<file path="src/rtl/sem_pkg.sv">
// ----------------------------------------------------------------------------
// sem_pkg
// Shared types and constants of the Sobel edge magnitude block.
// ----------------------------------------------------------------------------
package sem_pkg;

  localparam int DEF_MAX_WIDTH    = 2048;
  localparam int DEF_MAX_CHANNELS = 4;
  localparam int NUM_FIELDS_CH    = 4;
  localparam int ROOT_BITS        = 3;   // 8 result bits, one per root step

  // Configuration register indexes
  localparam logic [1:0] REG_WIDTH    = 2'd0;
  localparam logic [1:0] REG_HEIGHT   = 2'd1;
  localparam logic [1:0] REG_CHANNELS = 2'd2;
  localparam logic [1:0] REG_SENS     = 2'd3;

  typedef struct packed {
    logic [7:0] pix_ch0;
    logic [7:0] pix_ch1;
    logic [7:0] pix_ch2;
    logic [7:0] pix_ch3;
  } sem_in_t;

  typedef struct packed {
    logic [10:0] out_col;
    logic [15:0] out_row;
    logic [7:0]  res_ch0;
    logic [7:0]  res_ch1;
    logic [7:0]  res_ch2;
    logic [7:0]  res_ch3;
    logic        run_last;
  } sem_out_t;

  // Step controls from the sequencer to every lane
  typedef struct packed {
    logic                 grad;
    logic                 square;
    logic                 scale;
    logic                 root;
    logic [ROOT_BITS-1:0] bit_idx;
  } sem_lane_ctl_t;

endpackage

</file>
<file path="src/rtl/sem_lane.sv">
// ----------------------------------------------------------------------------
// sem_lane
// One channel lane: Sobel gradients, squares, gain and a bit-serial root.
// ----------------------------------------------------------------------------
module sem_lane
  import sem_pkg::*;
(
  input  logic                clk,
  input  sem_lane_ctl_t       ctl,
  input  logic [2:0]          sens,
  input  logic [8:0][7:0]     tap,
  output logic [7:0]          mag
);

  logic [9:0]  ax, ay;
  logic [19:0] sqx, sqy;
  logic [26:0] val;
  logic [7:0]  res;

  logic [9:0]  sum_xp, sum_xn, sum_yp, sum_yn;
  logic [10:0] gx, gy;
  logic [20:0] sq_sum;
  logic [5:0]  s2;
  logic [7:0]  trial;
  logic [15:0] trial_sq;

  // Gradients from the window taps, square sum, gain and root trial
  always_comb begin
    sum_xp = 10'(tap[2]) + {1'b0, tap[5], 1'b0} + 10'(tap[8]);
    sum_xn = 10'(tap[0]) + {1'b0, tap[3], 1'b0} + 10'(tap[6]);
    sum_yp = 10'(tap[6]) + {1'b0, tap[7], 1'b0} + 10'(tap[8]);
    sum_yn = 10'(tap[0]) + {1'b0, tap[1], 1'b0} + 10'(tap[2]);
    gx     = {1'b0, sum_xp} - {1'b0, sum_xn};
    gy     = {1'b0, sum_yp} - {1'b0, sum_yn};
    sq_sum = {1'b0, sqx} + {1'b0, sqy};
    s2     = {3'b0, sens} * {3'b0, sens};
    trial  = res | (8'd1 << ctl.bit_idx);
    trial_sq = {8'b0, trial} * {8'b0, trial};
  end

  // Advance the lane one step at a time
  always_ff @(posedge clk) begin
    if (ctl.grad) begin
      ax <= gx[10] ? 10'(-gx) : gx[9:0];
      ay <= gy[10] ? 10'(-gy) : gy[9:0];
    end
    if (ctl.square) begin
      sqx <= {10'b0, ax} * {10'b0, ax};
      sqy <= {10'b0, ay} * {10'b0, ay};
    end
    if (ctl.scale) begin
      val <= {6'b0, sq_sum} * {21'b0, s2};
      res <= '0;
    end
    if (ctl.root && trial_sq <= val[15:0]) begin
      res <= trial;
    end
  end

  // Clamp anything at or above 256 squared
  assign mag = (val[26:16] != '0) ? 8'hFF : res;

endmodule

</file>
<file path="config.mk">
export PLATFORM = sky130hd
export DESIGN_NAME = sem_lane
export DESIGN_NICKNAME = d
export VERILOG_FILES = /design/src/rtl/sem_pkg.sv /design/src/rtl/sem_lane.sv
export SDC_FILE = /design/constraint.sdc
export NUM_CORES = 1
export LEC_CHECK = 0
export BUFFER_PORTS_ARGS = -buffer_cell sky130_fd_sc_hd__buf_2
export CAP_MARGIN = 20
export CORE_AREA = 3 3 206 158
export DETAILED_ROUTE_END_ITERATION = 6
export DIE_AREA = 0 0 209 161
export GPL_TIMING_DRIVEN = 0
export PLACE_DENSITY = 0.71
export SYNTH_ARGS = -nofsm -noshare
export SYNTH_HDL_FRONTEND = slang
export SYNTH_SLANG_ARGS = --single-unit
export TNS_END_PERCENT = 30
</file>
<file path="constraint.sdc">
create_clock -name clk -period 20.9 [get_ports clk]
set_clock_uncertainty 0.15 [all_clocks]
set_input_delay 1.045 -clock clk [delete_from_list [all_inputs] [get_ports clk]]
set_output_delay 1.045 -clock clk [all_outputs]
set_load 0.01 [all_outputs]
</file>
# Yosys cells after proc, flatten, opt, wreduce, memory -nomap -nowiden
# Cells that the tools add are included.
# Widths: inputs -> output; s select.
# classes
n_addsub	13
mul	5
n_div	0
order_cmp	1
eq_ne	0
n_shift	1
n_mux	5
n_bitwise	1
reduce_logical	3
# op_table
op	count
$add 10x8->10	4
$add 8x9->10	4
$mul 10x10->20	2
$mul 21x6->27	1
$mux 8	3
$sub 10x10->11	2
$add 20x20->21	1
$mux 10	2
$neg 10->10	2
$le 16x16->1	1
$mul 8x8->16	1
$reduce_bool 11->1	1
$or 8x8->8	1
$shl 1x3->8 const A	1
$mul 3x3->6	1
$reduce_bool 2->1	1
$logic_and 1x1->1	1
# totals
register_bits	95
latch_bits	0
ramBits	0
mem_bits_ro	0
input_bits	83
output_inout_bits	8
wordCells	35
n_memories	0

# Depth between registers and ports, before layout
# Gate-level depths: netlist (run 1).
# logic_depth
ltp_word	6
ltp_mapped	28
mapped_depth_nobuf	27

# Worst setup path before layout (run 1)
# No wires, ideal clock.
# synth_timing
path_type	input-to-reg
startpoint	input port ctl[0] (netlist bit)
endpoint	register res[0], enable pin
setup_ns	0.335
arrival_time_ns	7.172
required_ns	20.415
setup_slack_ns	13.243
stages	25
path_buffers	1
cell_sequence	clkbuf_1 inv_1 a31oi_1 or2_2 inv_1 fa_1 fa_1 inv_1 fa_1 fa_1 inv_1 ha_1 or3_1 o21ai_0 a21oi_1 and4_1 a2111oi_2 a21oi_1 xor2_1 ha_1 nand4_1 nor3_1 a2111oi_0 o21ai_1 nand2b_1
# synth_between
elab_chain_cells	6
# synth_lines
element	line_no	source
start: declaration	sem_lane.sv:9	input sem_lane_ctl_t ctl,
$shl 1x3->8	sem_lane.sv:37	trial = res | (8'd1 << ctl.bit_idx);
$or 8x8->8	sem_lane.sv:37	
$mul 8x8->16	sem_lane.sv:38	trial_sq = {8'b0, trial} * {8'b0, trial};
$le 16x16->1	sem_lane.sv:55	if (ctl.root && trial_sq <= val[15:0]) begin
$logic_and 1x1->1	sem_lane.sv:55	
$reduce_bool 2->1 (no source line)	--	
end signal: assignment	sem_lane.sv:56	res <= trial;
end: declaration	sem_lane.sv:18	logic [7:0] res;
# Every way passes these cells.
# A chain may end at the register's enable or synchronous reset.

# Worst setup path in the final report (run 1)
# layout_timing
startpoint	input port ctl[2] (netlist bit)
endpoint	register res[1], enable pin
# The elaborated chain is that of the path after synthesis.

==> flow_summary.ini, run 1 <==
[status]
status = finished clean

[placement]
gp_congestion = 0.8940
port_buffers = 80
dp_hpwl_um = 28750

[yosys]
seq_area_frac_synth = 0.1660
yosysWarnings = 0
ys_types = 67
syn_nets = 2287
synth_area_um2 = 16820
ys.flop_type = edfxtp_1
async_flop_share = 0
netlist_top_cells_area = fa_1 28%, ha_1 18%, edfxtp_1 17%
yosys.area.top_type = fa_1
syn_area_per_cell_um2 = 9.713
syn_inst = 1732
ys_ff_latch = 93
synth_edf_count = 93
synth_top_area_frac = 0.2808

[clock_tree]
cts_buffer_depth = 2
holdBufCountCts = 0
cts_max_level = 3
cts_tree = yes
clk_latency_ns = 0.36
clkTransAtPathRegs_ns = 0.07
cts.sinks = 93
numCtsBuffers = 9
cts_resized = 0
cts-root-buf = clkbuf_16
post_cts_buffers = 0

[drt]
drc = 0
vias = 11730
dr.pass1.iters = 5
drt-total-wl_um = 33240
routedWlPerCell_um = 14.87
drt-initial-drc-count = 674
via_per_inst = 5.246
ant_nets = 0

[worst_hold_path]
min_from = ax[0]
min_to = sqx[0]
hold_path_class = flip-flop to flip-flop
hold_depth = 0

[global_routing]
gr-total-overflow = 0
grt_antenna_before_repair = 4
grt_usage = 0.2084
grt_pass1_wl_um = 57950
grtUsageMet1 = 0.2954
grt_max_degree = 39
grt_busiest_layer = met2
use_met2 = 0.3406
first_global_vias = 12090
use_met3 = 0.04291

[critical_path]
ff2ff_path_depth = 24
worstPathMaxFanout = 9
start_kind = input port
timing.rr.start = res[5]
critical_path_class = input port to flip-flop
end_kind = flip-flop
r2r_end = res[1]
crit_arrival_ns = 8.44
worstPathRequired_ns = 20.75
r2r_setup_slack_ns = 12.90

[sta]
setup_tns_ns = 0
hold_ws_ns = 0.4572
tightest_slew_ns = 0.9310
fmax_ghz = 0.1165
relSlewSlack = 0.3752
finalCritPeriodShare = 0.4106
setup_viol = 0
fin_crit_ns = 8.582
rsz0062_at_grt = false
slew_violations = 0
hold_viol = 0

[floorplanning]
dieArea_um2 = 33650
pin_count = 91
die_h_um = 161
die_x_um = 209
rows = 56
start_util = 0.5457
core_um2 = 30830

[finish]
n_fill_cell = 2678
regArea_um2 = 2793
area_delta_synth_final_pct = 7.318
drive_gt1_frac = 0.07381
layout_common_cells = 325 x inv_1, 236 x fa_1, 236 x ha_1
multi_input_area_um2 = 12680
final_common_cell = inv_1
nNetsFinal = 2379

[flow_run]
maxCapViolations = 0
routing by layer:
layer | wire, um | part of all wire
met1 | 15540 | 0.47
met2 | 15430 | 0.46
met3 | 1872 | 0.056
met4 | 357 | 0.011
met5 | 44 | 0.0013
critical path, stage by stage:
cell	delay (ns)
clkbuf_1	0.24
nor2_1	0.11
a21oi_1	0.68
inv_1	0.22
nand2_1	0.16
inv_1	0.06
fa_1	0.46
fa_1	0.54
inv_1	0.06
fa_1	0.50
fa_1	0.54
inv_1	0.04
ha_1	0.34
or3_1	0.35
o21ai_0	0.07
a21oi_1	0.07
and4_1	0.23
a2111oi_2	0.37
a21oi_1	0.15
xor2_1	0.20
ha_1	0.31
nand4_1	0.14
nor3_1	0.25
a2111oi_0	0.11
o21ai_1	0.75
nand2b_1	0.45
worst max-delay path by stage:
stage            from  endpoint  slack, ns  depth (start not counted)
5_1_grt        ctl[0]    res[0]      11.91                         25
3_5_place_dp   ctl[2]    res[1]      12.04                         26
2_1_floorplan  ctl[0]    res[0]      13.24                         25
3_3_place_gp   ctl[0]    res[2]      12.15                         25
6_report       ctl[2]    res[1]      12.32                         26
4_1_cts        ctl[2]    res[0]      12.41                         26
metrics by stage:
step,instances,util,setup slack [ns],instance area [um^2]
2_1_floorplan,1732,-,13.24,16820
3_3_place_gp,2218,0.5752,12.15,17730
3_5_place_dp,2218,0.5752,12.04,17730
4_1_cts,2234,0.5853,12.41,18040
5_1_grt,2235,0.5856,11.91,18050
6_report,2236,0.5856,12.32,18050
cell type report:
cell class                 instances  share of cell area
multi-input combinational       1280              0.7025
sequential                        93              0.1547
inverter                         325             0.06757
tap                              406             0.02814
timing repair buffer              81             0.02259
clock buffer                       9             0.01247
buffer                            34            0.007069
clock inverter                     7            0.004851
antenna                            1           0.0001386
flip-flops by register name, summed over array words and instances, names as in the netlist:
signal,count
val,27
sqx,19
sqy,19
ax,10
ay,10
res,8
cells by family after synthesis:
| logic type | count (synthesis) | share of synthesized area |
|---|---|---|
| AOI/OAI and AO/OA | 238 | 0.09601 |
| buffers and inverters | 359 | 0.08010 |
| adders and majority gates | 472 | 0.4563 |
| xor gates and xnor gates | 120 | 0.06247 |
| and+or+nand+nor | 445 | 0.1358 |
| DFF | 93 | 0.1660 |
| muxes | 5 | 0.003272 |
Yosys cell counts (all sizes together), types with 4 or more instances:
cell type  instances
a211oi             7
o21bai            11
nor3b              6
nand3             14
xnor2             87
a31oi             12
nor3              22
nor2              90
inv              325
nand2            112
xor2              33
a21o              43
and2             110
fa               236
a21oi             81
ha               236
clkbuf            34
edfxtp            93
or3                7
nor2b             20
o21a              19
and3              10
or2               16
o21ai             31
nand4              7
nand2b            15
and4               4
mux2               4
Power of run 1 is left out: the tool's default activity adds up to more than one toggle a clock period on the data nets, which glitch-free logic cannot reach.
==> inputs of run 2 (changes only) <==
Settings changed: PLACE_DENSITY 0.71 to 0.74.
Clock period 20.9 ns to 7.2 ns, I/O delays scaled along.
==> flow_summary.ini, run 2 (same netlist as run 1, synthesis figures left out) <==
[floorplanning]
die_h_um = 161
core_um2 = 30830
pin_count = 91
rows = 56
die_x_um = 209
dieArea_um2 = 33650
start_util = 0.5457

[global_routing]
grt_max_degree = 39
grt_usage = 0.2090
first_global_vias = 12440
grt_pass1_wl_um = 58240
grt_antenna_before_repair = 1
gr-total-overflow = 0

[finish]
nNetsFinal = 2382
stdcell_count = 2239
top_register = val
final_common_cell = inv_1
final_util = 0.5888
largest_register_ffs = 27
layout_common_cells = 324 x inv_1, 236 x fa_1, 236 x ha_1
drive_gt1_frac = 0.08297
fin_area_um2 = 18150
area_delta_synth_final_pct = 7.906
reg_top3 = val x27, sqx x19, sqy x19

[placement]
place_inst = 2218
dpl_cell_area_um2 = 17730
gp_congestion = 0.9667
dp_hpwl_um = 29310
port_buffers = 80

[drt]
vias = 11970
drt-initial-drc-count = 774
dr.pass1.iters = 5
drt-total-wl_um = 34430
via_per_inst = 5.344
routedWlPerCell_um = 15.38
ant_nets = 0
drc = 0

[sta]
setup_viol = 0
fin_crit_ns = 6.934
fmax_ghz = 0.1442
slew_violations = 0
tightest_slew_ns = 0.8004
relSlewSlack = 0.4664
hold_ws_ns = 0.3258
hold_viol = 0
finalCritPeriodShare = 0.9630

[critical_path]
crit_path_start = ctl[1]
cpMaxStageDelayCell = fa_1
cp_top_family = adder cells
crit_top_cell = fa_1
start_kind = input port
timing.rr.start = res[5]
end_kind = flip-flop
worstPathRequired_ns = 7.11
worstPathMaxFanout = 10
critical_path_class = input port to flip-flop
cp.buffers_inverters = 6
worst_path_largest_cell_delay_ns = 0.55
crit_arrival_ns = 6.84

[worst_hold_path]
hold_path_class = input port to flip-flop
min_from = ctl[6]

[clock_tree]
cts.sinks = 93
clk_latency_ns = 0.35
clkTransAtPathRegs_ns = 0.07
cts_tree = yes
numCtsBuffers = 9
cts_max_level = 3
holdBufCountCts = 0
cts-root-buf = clkbuf_16
cts_buffer_depth = 2

[status]
status = finished clean

[flow_run]
maxCapViolations = 0
## run 2: worst register-to-register path, stage by stage (launching register included)
cell,delay [ns]
edfxtp_1,0.45
a31oi_4,0.26
inv_1,0.18
nand2_1,0.14
inv_1,0.06
fa_1,0.46
fa_1,0.55
inv_1,0.06
fa_1,0.50
fa_1,0.54
inv_1,0.04
ha_1,0.35
or3_1,0.36
o21ai_0,0.08
a21oi_1,0.10
and4_1,0.28
a2111oi_4,0.33
xnor2_1,0.27
ha_1,0.33
a21o_1,0.18
a21o_1,0.18
a2111oi_2,0.41
o21ai_2,0.18
nand2b_4,0.17
## run 2: final timing paths
path,endpoint,slack (ns),depth (start not counted)
min,ax[7],0.33,1
min reg2reg,sqy[0],0.52,0
max reg2reg,res[2],0.28,23
max,res[2],0.27,26
## run 2: what timing repair did
item	4_1_cts	5_1_grt
pin swaps	1	3
endpoints found under the setup margin	16	16
buffers inserted	1	3
resized for setup	18	7
## run 2: cell type report
cell class	instances	area (um^2)
clock inverters	5	43.79
repair buffers	84	430.4
diodes	1	2.502
flip-flops and latches	93	2793
well taps	406	508.0
multi-input cells	1280	12790
inverters	325	1220
clock buffers	11	232.7
plain buffers	34	132.6
fillers	2565	12680
## run 2: metal layers
layer | GRT usage | up-vias | routed length, um | part of all wire
li1 | - | 5816 | - | -
met1 | 0.2965 | 5822 | 16010 | 0.46
met2 | 0.3488 | 289 | 16150 | 0.47
met3 | 0.02563 | 38 | 1730 | 0.050
met4 | 0.04533 | 0 | 541 | 0.016
met5 | 0 | - | 0 | 0
## run 2: stage by stage
stage	setup WS [ns]	TNS, ns
after floorplan	0.2280	0
after global placement	-0.9277	-11.22
after detailed placement	-1.068	-13.35
after CTS	0.1295	0
after global routing	-0.07903	-1.028
final	0.2664	0
Power of run 2 is left out for the same reason.
